`src/rtl/wdd_pkg.sv`:
```
package wdd_pkg;

	// Default width of the millisecond timestamp.
	localparam int unsigned TIME_WIDTH_DEF = 32;

	localparam int unsigned CFG_DATA_W  = 32;
	localparam int unsigned CFG_INDEX_W = 2;
	localparam int unsigned DEBOUNCE_W  = 16;
	localparam int unsigned PERIOD_W    = 32;

	// Configuration register indexes.
	localparam logic [CFG_INDEX_W-1:0] REG_WET_WHEN_LOW        = 2'd0;
	localparam logic [CFG_INDEX_W-1:0] REG_DEBOUNCE_MS         = 2'd1;
	localparam logic [CFG_INDEX_W-1:0] REG_HEARTBEAT_ENABLE    = 2'd2;
	localparam logic [CFG_INDEX_W-1:0] REG_HEARTBEAT_PERIOD_MS = 2'd3;

	// Reset values of the configuration registers.
	localparam logic                  WET_WHEN_LOW_RST        = 1'b1;
	localparam logic [DEBOUNCE_W-1:0] DEBOUNCE_MS_RST         = 16'd50;
	localparam logic                  HEARTBEAT_ENABLE_RST    = 1'b0;
	localparam logic [PERIOD_W-1:0]   HEARTBEAT_PERIOD_MS_RST = 32'd60000;

	// Input command codes.
	localparam logic CMD_POLL = 1'b0;
	localparam logic CMD_INIT = 1'b1;

	typedef struct packed {
		logic                  wet_when_low;
		logic [DEBOUNCE_W-1:0] debounce_ms;
		logic                  heartbeat_enable;
		logic [PERIOD_W-1:0]   heartbeat_period_ms;
	} wdd_cfg_t;

	typedef struct packed {
		logic is_wet;
		logic rain_started;
		logic rain_stopped;
		logic heartbeat_due;
	} wdd_result_t;

endpackage

```
`src/rtl/wdd_in_if.sv`:
```
interface wdd_in_if #(
	parameter int unsigned TIME_WIDTH = wdd_pkg::TIME_WIDTH_DEF
);
	logic                  valid;
	logic                  ready;
	logic                  cmd;
	logic                  pin_level;
	logic [TIME_WIDTH-1:0] now_ms;

	modport source (output valid, output cmd, output pin_level, output now_ms, input ready);
	modport sink (input valid, input cmd, input pin_level, input now_ms, output ready);
endinterface

```
`src/rtl/wdd_out_if.sv`:
```
interface wdd_out_if;
	logic valid;
	logic ready;
	logic is_wet;
	logic rain_started;
	logic rain_stopped;
	logic heartbeat_due;

	modport source (output valid, output is_wet, output rain_started,
		output rain_stopped, output heartbeat_due, input ready);
	modport sink (input valid, input is_wet, input rain_started,
		input rain_stopped, input heartbeat_due, output ready);
endinterface

```
`src/rtl/wet_dry_debounce_fsm_core.sv`:
```
// Channel  Direction  Word
// in_ch    sink       cmd, pin_level, now_ms[TIME_WIDTH-1:0]
// out_ch   source     is_wet, rain_started, rain_stopped, heartbeat_due
// cfg      write      cfg_wr_en, cfg_index[1:0], cfg_data[31:0]
//
// Each word goes through an input register and then a result register, one word per
// cycle sustained while the output is ready.
// The debounce state is updated as a word moves from the input to the result register.
// A stalled output holds its result; the input register still takes a word until it is full.
// Reset clears the debounce state, both timers and the configuration to defaults.
module wet_dry_debounce_fsm_core #(
	parameter int unsigned TIME_WIDTH = wdd_pkg::TIME_WIDTH_DEF
) (
	input  logic                              clk,
	input  logic                              arst_n,
	input  logic                              cfg_wr_en,
	input  logic [wdd_pkg::CFG_INDEX_W-1:0]   cfg_index,
	input  logic [wdd_pkg::CFG_DATA_W-1:0]    cfg_data,
	wdd_in_if.sink                            in_ch,
	wdd_out_if.source                         out_ch
);

	wdd_pkg::wdd_cfg_t    cfg_q;
	wdd_pkg::wdd_result_t result_s2;
	logic                  valid_s1, valid_s2;
	logic                  cmd_s1, pin_level_s1;
	logic [TIME_WIDTH-1:0] now_s1;
	logic                  advance, in_fire;

	always_ff @(posedge clk or negedge arst_n) begin
		if (!arst_n) begin
			cfg_q.wet_when_low        <= wdd_pkg::WET_WHEN_LOW_RST;
			cfg_q.debounce_ms         <= wdd_pkg::DEBOUNCE_MS_RST;
			cfg_q.heartbeat_enable    <= wdd_pkg::HEARTBEAT_ENABLE_RST;
			cfg_q.heartbeat_period_ms <= wdd_pkg::HEARTBEAT_PERIOD_MS_RST;
		end else if (cfg_wr_en) begin
			case (cfg_index)
				wdd_pkg::REG_WET_WHEN_LOW:
					cfg_q.wet_when_low <= cfg_data[0];
				wdd_pkg::REG_DEBOUNCE_MS:
					cfg_q.debounce_ms <= cfg_data[wdd_pkg::DEBOUNCE_W-1:0];
				wdd_pkg::REG_HEARTBEAT_ENABLE:
					cfg_q.heartbeat_enable <= cfg_data[0];
				wdd_pkg::REG_HEARTBEAT_PERIOD_MS:
					cfg_q.heartbeat_period_ms <= cfg_data[wdd_pkg::PERIOD_W-1:0];
				default: begin
				end
			endcase
		end
	end

	// A word leaves the input register whenever the result register is free or draining.
	assign advance     = valid_s1 && (!valid_s2 || out_ch.ready);
	assign in_ch.ready = !valid_s1 || advance;
	assign in_fire     = in_ch.valid && in_ch.ready;

	always_ff @(posedge clk or negedge arst_n) begin
		if (!arst_n) begin
			valid_s1 <= 1'b0;
			valid_s2 <= 1'b0;
		end else begin
			if (in_ch.ready) begin
				valid_s1 <= in_ch.valid;
			end
			if (!valid_s2 || out_ch.ready) begin
				valid_s2 <= valid_s1;
			end
		end
	end

	always_ff @(posedge clk) begin
		if (in_fire) begin
			cmd_s1       <= in_ch.cmd;
			pin_level_s1 <= in_ch.pin_level;
			now_s1       <= in_ch.now_ms;
		end
	end

	wdd_step #(
		.TIME_WIDTH(TIME_WIDTH)
	) u_step (
		.clk          (clk),
		.arst_n       (arst_n),
		.cfg          (cfg_q),
		.advance      (advance),
		.cmd_s1       (cmd_s1),
		.pin_level_s1 (pin_level_s1),
		.now_s1       (now_s1),
		.result_s2    (result_s2)
	);

	assign out_ch.valid         = valid_s2;
	assign out_ch.is_wet        = result_s2.is_wet;
	assign out_ch.rain_started  = result_s2.rain_started;
	assign out_ch.rain_stopped  = result_s2.rain_stopped;
	assign out_ch.heartbeat_due = result_s2.heartbeat_due;

	// A start and a stop cannot complete on the same word.
	assert property (@(posedge clk) disable iff (!arst_n)
		valid_s2 |-> !(result_s2.rain_started && result_s2.rain_stopped))
		else $error("rain started and stopped on one word");

	// A start leaves the state wet and a stop leaves it dry.
	assert property (@(posedge clk) disable iff (!arst_n)
		valid_s2 && (result_s2.rain_started || result_s2.rain_stopped) |->
			result_s2.is_wet == result_s2.rain_started)
		else $error("transition flag disagrees with debounced state");

	// A word in the input register is never dropped while the result side stalls.
	assert property (@(posedge clk) disable iff (!arst_n)
		valid_s1 && valid_s2 && !out_ch.ready |=> valid_s1)
		else $error("input word lost during output stall");

endmodule

```
`src/rtl/wdd_step.sv`:
```
module wdd_step #(
	parameter int unsigned TIME_WIDTH = wdd_pkg::TIME_WIDTH_DEF
) (
	input  logic                   clk,
	input  logic                   arst_n,
	input  wdd_pkg::wdd_cfg_t      cfg,
	input  logic                   advance,
	input  logic                   cmd_s1,
	input  logic                   pin_level_s1,
	input  logic [TIME_WIDTH-1:0]  now_s1,
	output wdd_pkg::wdd_result_t   result_s2
);

	// Compare width wide enough for both the elapsed time and the 32-bit period.
	localparam int unsigned CMP_W = (TIME_WIDTH > wdd_pkg::PERIOD_W) ?
		TIME_WIDTH : wdd_pkg::PERIOD_W;

	typedef enum logic [1:0] {
		PH_DRY_STABLE  = 2'd0,
		PH_CONFIRM_WET = 2'd1,
		PH_WET_STABLE  = 2'd2,
		PH_CONFIRM_DRY = 2'd3
	} phase_t;

	phase_t                phase_q, phase_d;
	logic [TIME_WIDTH-1:0] window_start_q, window_start_d;
	logic [TIME_WIDTH-1:0] last_heartbeat_q, last_heartbeat_d;
	logic                  raw_wet;
	logic [TIME_WIDTH-1:0] win_elapsed, beat_elapsed;
	logic                  win_done, beat_done;
	logic                  started, stopped, beat;

	assign raw_wet      = cfg.wet_when_low ? ~pin_level_s1 : pin_level_s1;
	assign win_elapsed  = now_s1 - window_start_q;
	assign beat_elapsed = now_s1 - last_heartbeat_q;
	assign win_done     = CMP_W'(win_elapsed) >= CMP_W'(cfg.debounce_ms);
	assign beat_done    = CMP_W'(beat_elapsed) >= CMP_W'(cfg.heartbeat_period_ms);

	always_comb begin
		phase_d          = phase_q;
		window_start_d   = window_start_q;
		last_heartbeat_d = last_heartbeat_q;
		started          = 1'b0;
		stopped          = 1'b0;
		beat             = 1'b0;
		if (cmd_s1 == wdd_pkg::CMD_INIT) begin
			phase_d          = raw_wet ? PH_WET_STABLE : PH_DRY_STABLE;
			window_start_d   = now_s1;
			last_heartbeat_d = now_s1;
		end else begin
			case (phase_q)
				PH_DRY_STABLE: begin
					if (raw_wet) begin
						phase_d        = PH_CONFIRM_WET;
						window_start_d = now_s1;
					end
				end
				PH_CONFIRM_WET: begin
					if (!raw_wet) begin
						phase_d = PH_DRY_STABLE;
					end else if (win_done) begin
						phase_d = PH_WET_STABLE;
						started = 1'b1;
					end
				end
				PH_WET_STABLE: begin
					if (!raw_wet) begin
						phase_d        = PH_CONFIRM_DRY;
						window_start_d = now_s1;
					end
				end
				default: begin
					if (raw_wet) begin
						phase_d = PH_WET_STABLE;
					end else if (win_done) begin
						phase_d = PH_DRY_STABLE;
						stopped = 1'b1;
					end
				end
			endcase
			if (cfg.heartbeat_enable && beat_done) begin
				last_heartbeat_d = now_s1;
				beat             = 1'b1;
			end
		end
	end

	always_ff @(posedge clk or negedge arst_n) begin
		if (!arst_n) begin
			phase_q          <= PH_DRY_STABLE;
			window_start_q   <= '0;
			last_heartbeat_q <= '0;
			result_s2        <= '0;
		end else if (advance) begin
			phase_q                 <= phase_d;
			window_start_q          <= window_start_d;
			last_heartbeat_q        <= last_heartbeat_d;
			result_s2.is_wet        <= (phase_d == PH_WET_STABLE) || (phase_d == PH_CONFIRM_DRY);
			result_s2.rain_started  <= started;
			result_s2.rain_stopped  <= stopped;
			result_s2.heartbeat_due <= beat;
		end
	end

	// A completed confirm-wet always lands in the wet stable phase.
	assert property (@(posedge clk) disable iff (!arst_n)
		advance && started |=> phase_q == PH_WET_STABLE)
		else $error("rain start did not reach wet stable");

	// A completed confirm-dry always lands in the dry stable phase.
	assert property (@(posedge clk) disable iff (!arst_n)
		advance && stopped |=> phase_q == PH_DRY_STABLE)
		else $error("rain stop did not reach dry stable");

	// The registered wet flag follows the phase it was taken from.
	assert property (@(posedge clk) disable iff (!arst_n)
		advance |=> result_s2.is_wet ==
			((phase_q == PH_WET_STABLE) || (phase_q == PH_CONFIRM_DRY)))
		else $error("is_wet disagrees with phase");

endmodule

```
`src/flat_wrapper.sv`:
```
// flat-port wrapper written by rule: the top's interface ports become plain ports
module wet_dry_debounce_fsm_core_flat 
#(
	parameter int unsigned TIME_WIDTH = wdd_pkg::TIME_WIDTH_DEF
)
  (clk, arst_n, cfg_wr_en, cfg_index, cfg_data, in_ch_valid, in_ch_cmd, in_ch_pin_level, in_ch_now_ms, in_ch_ready, out_ch_valid, out_ch_is_wet, out_ch_rain_started, out_ch_rain_stopped, out_ch_heartbeat_due, out_ch_ready);
  wdd_in_if #(.TIME_WIDTH(TIME_WIDTH)) in_ch_i ();
  wdd_out_if out_ch_i ();
  input  logic clk;
  input  logic arst_n;
  input  logic cfg_wr_en;
  input  logic [wdd_pkg::CFG_INDEX_W-1:0] cfg_index;
  input  logic [wdd_pkg::CFG_DATA_W-1:0] cfg_data;
  input wire logic [$bits(in_ch_i.valid)-1:0] in_ch_valid;
  input wire logic [$bits(in_ch_i.cmd)-1:0] in_ch_cmd;
  input wire logic [$bits(in_ch_i.pin_level)-1:0] in_ch_pin_level;
  input wire logic [$bits(in_ch_i.now_ms)-1:0] in_ch_now_ms;
  output wire logic [$bits(in_ch_i.ready)-1:0] in_ch_ready;
  output wire logic [$bits(out_ch_i.valid)-1:0] out_ch_valid;
  output wire logic [$bits(out_ch_i.is_wet)-1:0] out_ch_is_wet;
  output wire logic [$bits(out_ch_i.rain_started)-1:0] out_ch_rain_started;
  output wire logic [$bits(out_ch_i.rain_stopped)-1:0] out_ch_rain_stopped;
  output wire logic [$bits(out_ch_i.heartbeat_due)-1:0] out_ch_heartbeat_due;
  input wire logic [$bits(out_ch_i.ready)-1:0] out_ch_ready;
  assign in_ch_i.valid = in_ch_valid;
  assign in_ch_i.cmd = in_ch_cmd;
  assign in_ch_i.pin_level = in_ch_pin_level;
  assign in_ch_i.now_ms = in_ch_now_ms;
  assign in_ch_ready = in_ch_i.ready;
  assign out_ch_valid = out_ch_i.valid;
  assign out_ch_is_wet = out_ch_i.is_wet;
  assign out_ch_rain_started = out_ch_i.rain_started;
  assign out_ch_rain_stopped = out_ch_i.rain_stopped;
  assign out_ch_heartbeat_due = out_ch_i.heartbeat_due;
  assign out_ch_i.ready = out_ch_ready;
  wet_dry_debounce_fsm_core #(.TIME_WIDTH(TIME_WIDTH)) u_core (.clk(clk), .arst_n(arst_n), .cfg_wr_en(cfg_wr_en), .cfg_index(cfg_index), .cfg_data(cfg_data), .in_ch(in_ch_i), .out_ch(out_ch_i));
endmodule
```
`config.mk`:
```
export PLATFORM = sky130hd
export DESIGN_NAME = wet_dry_debounce_fsm_core_flat
export DESIGN_NICKNAME = d
export VERILOG_FILES = /design/src/rtl/wdd_pkg.sv /design/src/rtl/wdd_in_if.sv /design/src/rtl/wdd_out_if.sv /design/src/rtl/wet_dry_debounce_fsm_core.sv /design/src/rtl/wdd_step.sv /design/src/flat_wrapper.sv
export SDC_FILE = /design/constraint.sdc
export NUM_CORES = 1
export LEC_CHECK = 0
export BUFFER_PORTS_ARGS = -buffer_cell sky130_fd_sc_hd__buf_2
export CORE_MARGIN = 1
export CORE_UTILIZATION = 51
export CTS_CLUSTER_SIZE = 14
export DETAILED_ROUTE_END_ITERATION = 8
export HOLD_SLACK_MARGIN = 0.03
export PLACE_DENSITY = 0.72
export SLEW_MARGIN = 10
export SYNTH_ARGS = -nofsm -noshare
export SYNTH_HDL_FRONTEND = slang
export SYNTH_SLANG_ARGS = --single-unit
```
`constraint.sdc`:
```
create_clock -name clk -period 5.11 [get_ports clk]
set_clock_uncertainty 0.2 [all_clocks]
set_input_delay 0.511 -clock clk [delete_from_list [all_inputs] [get_ports clk]]
set_output_delay 0.511 -clock clk [all_outputs]
set_load 0.005 [all_outputs]
```
# After elaboration in Yosys (flattened, before gate mapping)
# Index checks and enable logic that the tools add are counted.
# W data, S select, Z words.
[totals]
out_inout_bits = 6
register_bits = 156
wordCells = 74
[classes]
bitwise = 1
n_lt_le_gt_ge = 2
reduce_logical = 19
n_eq_ne = 9
n_addsub = 2
muxes = 25
[ops]
columns = ["operator", "count"]
rows = [
  ["$mux W32", 5],
  ["$pmux W32 S2", 1],
  ["$sub A32 B32 Y32", 2],
  ["$ge A32 B16 Y1", 1],
  ["$ge A32 B32 Y1", 1],
  ["$mux W2", 8],
  ["$eq A2 B2 Y1 const B", 5],
  ["$mux W1", 10],
  ["$reduce_and A2 Y1", 5],
  ["$ne A3 B2 Y1 const B", 2],
  ["$pmux W2 S3", 1],
  ["$eq A2 B1 Y1 const B", 2],
  ["$logic_not A2 Y1", 2],
  ["$reduce_and A4 Y1", 1],
  ["$logic_and A1 B1 Y1", 3],
  ["$logic_or A1 B1 Y1", 3],
  ["$reduce_bool A3 Y1", 1],
  ["$reduce_or A3 Y1", 1],
  ["$logic_not A1 Y1", 2],
  ["$reduce_bool A2 Y1", 1],
  ["$not A1 Y1", 1],
]

# Longest topological paths before layout
[logic_depth]
depth_word = 8
ltp_mapped = 26
depth_no_buf = 25

# Hierarchy
# Synthesis repeated with hierarchy kept, for this count alone.
[unflattened]
cells_unflattened = 1034
area_unflattened_um2 = 10730.3
[modules_own_cells]
columns = ["module", "seq_area_each_um2", "area_per_inst_um2", "n_inst", "cells_each"]
rows = [
  ["wdd_step", 1751.7, 7544.7, 1, 884],
  ["wet_dry_debounce_fsm_core", 2336.0, 3185.6, 1, 150],
]

# Least setup slack after synthesis
# No wires, ideal clock.
[synth_path]
path_kind = "register to register"
from = "reg u_core.now_s1[0]"
to = "reg u_core.u_step.last_heartbeat_q[22]"
stages_incl_launch_ff = 26
setup_time_ps = 125
path_buffers = 1
path_slack_ps = -208
t_arrival_ps = 4994
synth_period_minus_slack_ps = 5318
cell_sequence = "edfxtp_1 -> inv_1 -> ha_1 -> inv_1 -> fa_1 -> a21o_1 -> a21oi_1 -> o21ai_0 -> nand2_1 -> o31ai_1 -> a221oi_1 -> o21ba_2 -> o211a_1 -> or2_1 -> xnor2_1 -> ha_1 -> a21o_1 -> a21o_1 -> a21o_1 -> a21o_1 -> a21o_1 -> a21oi_1 -> o22ai_1 -> o21ai_1 -> clkbuf_1 -> mux2_2"
[synth_between]
elab_chain_cells = 5
[synth_lines]
columns = ["item", "line", "source"]
rows = [
  ["start, declared", "wet_dry_debounce_fsm_core.sv:27", "logic [TIME_WIDTH-1:0] now_s1;"],
  ["start signal, assigned", "wet_dry_debounce_fsm_core.sv:75", "now_s1 <= in_ch.now_ms;"],
  ["$sub A32 B32 Y32", "wdd_step.sv:35", "assign beat_elapsed = now_s1 - last_heartbeat_q;"],
  ["$ge A32 B32 Y1", "wdd_step.sv:37", "assign beat_done = CMP_W'(beat_elapsed) >= CMP_W'(cfg.heartbeat_period_ms);"],
  ["$logic_and A1 B1 Y1", "wdd_step.sv:81", "if (cfg.heartbeat_enable && beat_done) begin"],
  ["$reduce_bool A2 Y1 (no line)", "-", ""],
  ["$reduce_and A2 Y1 (no line)", "-", ""],
  ["end signal, assigned", "wdd_step.sv:97", "last_heartbeat_q <= last_heartbeat_d;"],
  ["end, declared", "wdd_step.sv:27", "logic [TIME_WIDTH-1:0] last_heartbeat_q, last_heartbeat_d;"],
]
# No other way between the ends.
# A chain may end at the register's enable or synchronous reset.

# Worst setup path in the final report
[layout_path]
from = "reg u_core.now_s1[5]"
to = "reg u_core.u_step.last_heartbeat_q[7]"
# Same word-level chain as after synthesis.

==> out/metrics.yaml <==
outcome:
  status: "complete, but fails checks"
  violations: "negative setup slack"
routing:
  drc: 0
  first_pass_iters: 5
  vias_per_cell: 5.700
  wirelength_mm: 26.25
  antenna_left: 0
  wl_per_cell_um: 18.09
  drt_iter0_markers: 593
  dr_total_vias: 8270
sta:
  max_freq_ghz: 0.1904
  worst_pin_slew_ns: 1.222
  drv_slew: 0
  final.setup.tns_ns: -4.259
  post-route-period-util: 1.028
  hold_viol: 0
  rsz0062_at_grt: "true"
  relSlewSlack: 0.1821
  layout_setup_ws_ns: -0.1429
  finalCriticalPeriod_ns: 5.253
  hold-worst-slack_ns: 0.04397
  setup-violations-final: 37
setup_path:
  critPathKind: "flip-flop to flip-flop"
  worst_path_largest_cell_delay_ns: 0.50
  worstSetupEndpointType: "flip-flop"
  startpoint_type: "flip-flop"
  critPathBufInv: 6
  crit_chain: "buf_6 -> ha_4 -> buf_4 -> a2111oi_0 -> a21oi_1 -> nand2_1 -> buf_4 -> buf_4 -> o21ai_0 -> a21o_1 -> a21oi_1 -> xnor2_1 -> ha_1 -> a211oi_1 -> nand2_1 -> a211oi_1 -> o21ai_0 -> a31oi_1 -> o22ai_4 -> o21ai_4 -> buf_6 -> buf_12 -> mux2_4"
  crit_top_cell: "buf_4"
  path_delay_family: "compound AO/OA/AOI/OAI gates"
  slowest_stage: "a2111oi_0"
  cp.required_ns: 5.22
  cp_max_fo: 8
  cp.arrival_ns: 5.36
layout:
  area_growth_pct: 20.47
  fin_nets: 1352
  layout.cells.non_filler: 1451
  drive_gt1_frac: 0.2932
logic_synthesis:
  yosysTopAreaCell: "dfrtp_1"
  syn-num-nets: 1219
  synthArstFlopShare: 0.7821
  synthCells: 1034
  synthTopCellsByCount: "inv_1 (128), dfrtp_1 (111), ha_1 (110), mux2_2 (110), a21oi_1 (64)"
  yosysMostFrequentCell: "inv_1"
  ys_seq_elements: 156
  seq_area_frac_synth: 0.3880
  synthesis.area_um2: 10540
  yosys-top-cells-area: "dfrtp_1 (26%), ha_1 (13%), mux2_2 (12%)"
  synth.distinct_cells: 79
  synth-edff-count: 34
  ys.warnings.count: 0
  yosys_most_used_dff: "dfrtp_1"
  syn_area_per_cell_um2: 10.19
  yosys.area.top_type_share: 0.2636
placed_design:
  dpl.hpwl_mm: 18.33
  gp_congestion: 0.9023
  portBuffers: 78
  dp_cells: 1396
global_routing:
  grtUsageMet2: 0.3952
  met1_usage: 0.3570
  grt_util_met3: 0.04138
  grt_pass1_wl_mm: 41.90
  grt_max_degree: 77
  grt_pass1_vias: 8172
  gr-usage-all-layers: 0.2515
  globalRoute.totalOverflow: 0
  antenna_found_initial: 0
  gr-max-usage-layer: "met2"
clocking:
  cts_tree: "yes"
  cts_buffers: 17
  cts_hold_buf: 0
  clockRootBuffer: "clkbuf_16"
  htreeDepth: 4
  clkTransAtPathRegs_ns: 0.07
  clockBufferDepth: 2
  cts_sinks: 156
  clk_latency_ns: 0.44
power:
  seqPwrFrac: 0.227
  switching_share: 0.4146
  ir_worst_vdd_mv: 0.2454
  combinationalPowerShare: 0.612
  p_int_mw: 4.836
  power.density_nw_per_um2: 650.9
  pwr-share-clk: 0.161
  p_leak_nw: 6.147
  p_switching_mw: 3.426
floorplan:
  core_area_um2: 20230
  die_area_um2: 21240
  start_util: 0.5207
  core.rowCount: 52
  die_y_um: 145.7
  pin_count: 79
  fp.dieW_um: 145.7
worst_hold_path:
  hold_path.class: "input port to asynchronous set/reset pin"
flow_run:
  drv_cap: 0
[power groups by stage]
stage | sequential, mW | clock [mW] | combinational, mW
after global routing | 1.92 | 1.40 | 5.60
after floorplan | 1.81 | 0 | 3.41
after CTS | 1.86 | 1.35 | 4.83
final | 1.88 | 1.33 | 5.06
after detailed placement | 1.87 | 0 | 4.48
after global placement | 1.85 | 0 | 4.37
[through the flow]
step	worst slack, ns	util	cell area (um^2)	total power [mW]
after CTS	-0.03171	0.6185	12510	8.041
after floorplan	0.03616	-	10560	5.215
final	-0.1429	0.6273	12690	8.262
after global placement	-0.02980	0.5680	11490	6.227
after detailed placement	-0.1333	0.5680	11490	6.355
after global routing	-0.3409	0.6272	12690	8.919
[state kept, by name (all words and copies together), names as in the netlist]
name,cells
u_core.u_step.phase_q,2
u_core.u_step.last_heartbeat_q,32
u_core.u_step.result_s2,4
u_core.pin_level_s1,1
u_core.cfg_q,50
u_core.u_step.window_start_q,32
u_core.valid_s1,1
u_core.now_s1,32
u_core.cmd_s1,1
u_core.out_ch.valid,1
[routing by layer]
layer  up-vias  routed length [um]
met5         -                   0
li1       3998                   -
met2       217               11950
met4         0                 504
met3        37                1099
met1      4018               12690
[area by class of cell]
class                           instances  area [um^2]
Clock inverter                         13        162.7
Sequential cell                       156         4088
Timing Repair Buffer                  137        919.6
Antenna cell                            1        2.502
Tap cell                              270        337.8
Clock buffer                           19        442.9
Inverter                              128        480.5
Multi-Input combinational cell        727         6260
Fill cell                            1594         7541
[cell usage in the layout (no fill, tap or decap), types with 34 or more instances in the layout]
cell type / netlist / final
edfxtp_1: 34 / 34
nand2_1: 48 / 48
buf_2: 5 / 77
ha_1: 110 / 103
xnor2_1: 35 / 34
nor2_1: 45 / 45
inv_1: 128 / 127
buf_4: 0 / 51
mux2_2: 110 / 80
a21o_1: 41 / 41
a21oi_1: 64 / 54
dfrtp_1: 111 / 111
[cells by family after synthesis]
family | after synthesis | share of synthesized area
compound gates | 239 | 0.1538
fa+ha+maj | 112 | 0.1344
mux | 114 | 0.1215
flops | 156 | 0.3880
buf+inv | 151 | 0.05510
xor+xnor | 48 | 0.03990
simple gates | 214 | 0.1074
[worst paths after layout]
path | start | end | slack, ns | cells after the start
min | arst_n | u_core.cfg_q[28] | 0.04 | 1
min reg2reg | u_core.u_step.window_start_q[29] | u_core.u_step.window_start_q[29] | 0.30 | 1
min in group clk | in_ch_now_ms[23] | u_core.now_s1[23] | 0.05 | 1
max reg2reg | u_core.now_s1[5] | u_core.u_step.last_heartbeat_q[7] | -0.14 | 23
max | u_core.now_s1[5] | u_core.u_step.last_heartbeat_q[7] | -0.14 | 23
max in group asynchronous | arst_n | u_core.u_step.last_heartbeat_q[14] | 3.45 | 2
[what timing repair did]
item | 4_1_cts | 5_1_grt
endpoints found under the setup margin | 37 | 37
buffers inserted | 15 | 6
gates cloned | 3 | 0
resized for setup | 41 | 42
pin swaps | 19 | 37
Note: power is estimated with default switching activity, not from simulation.
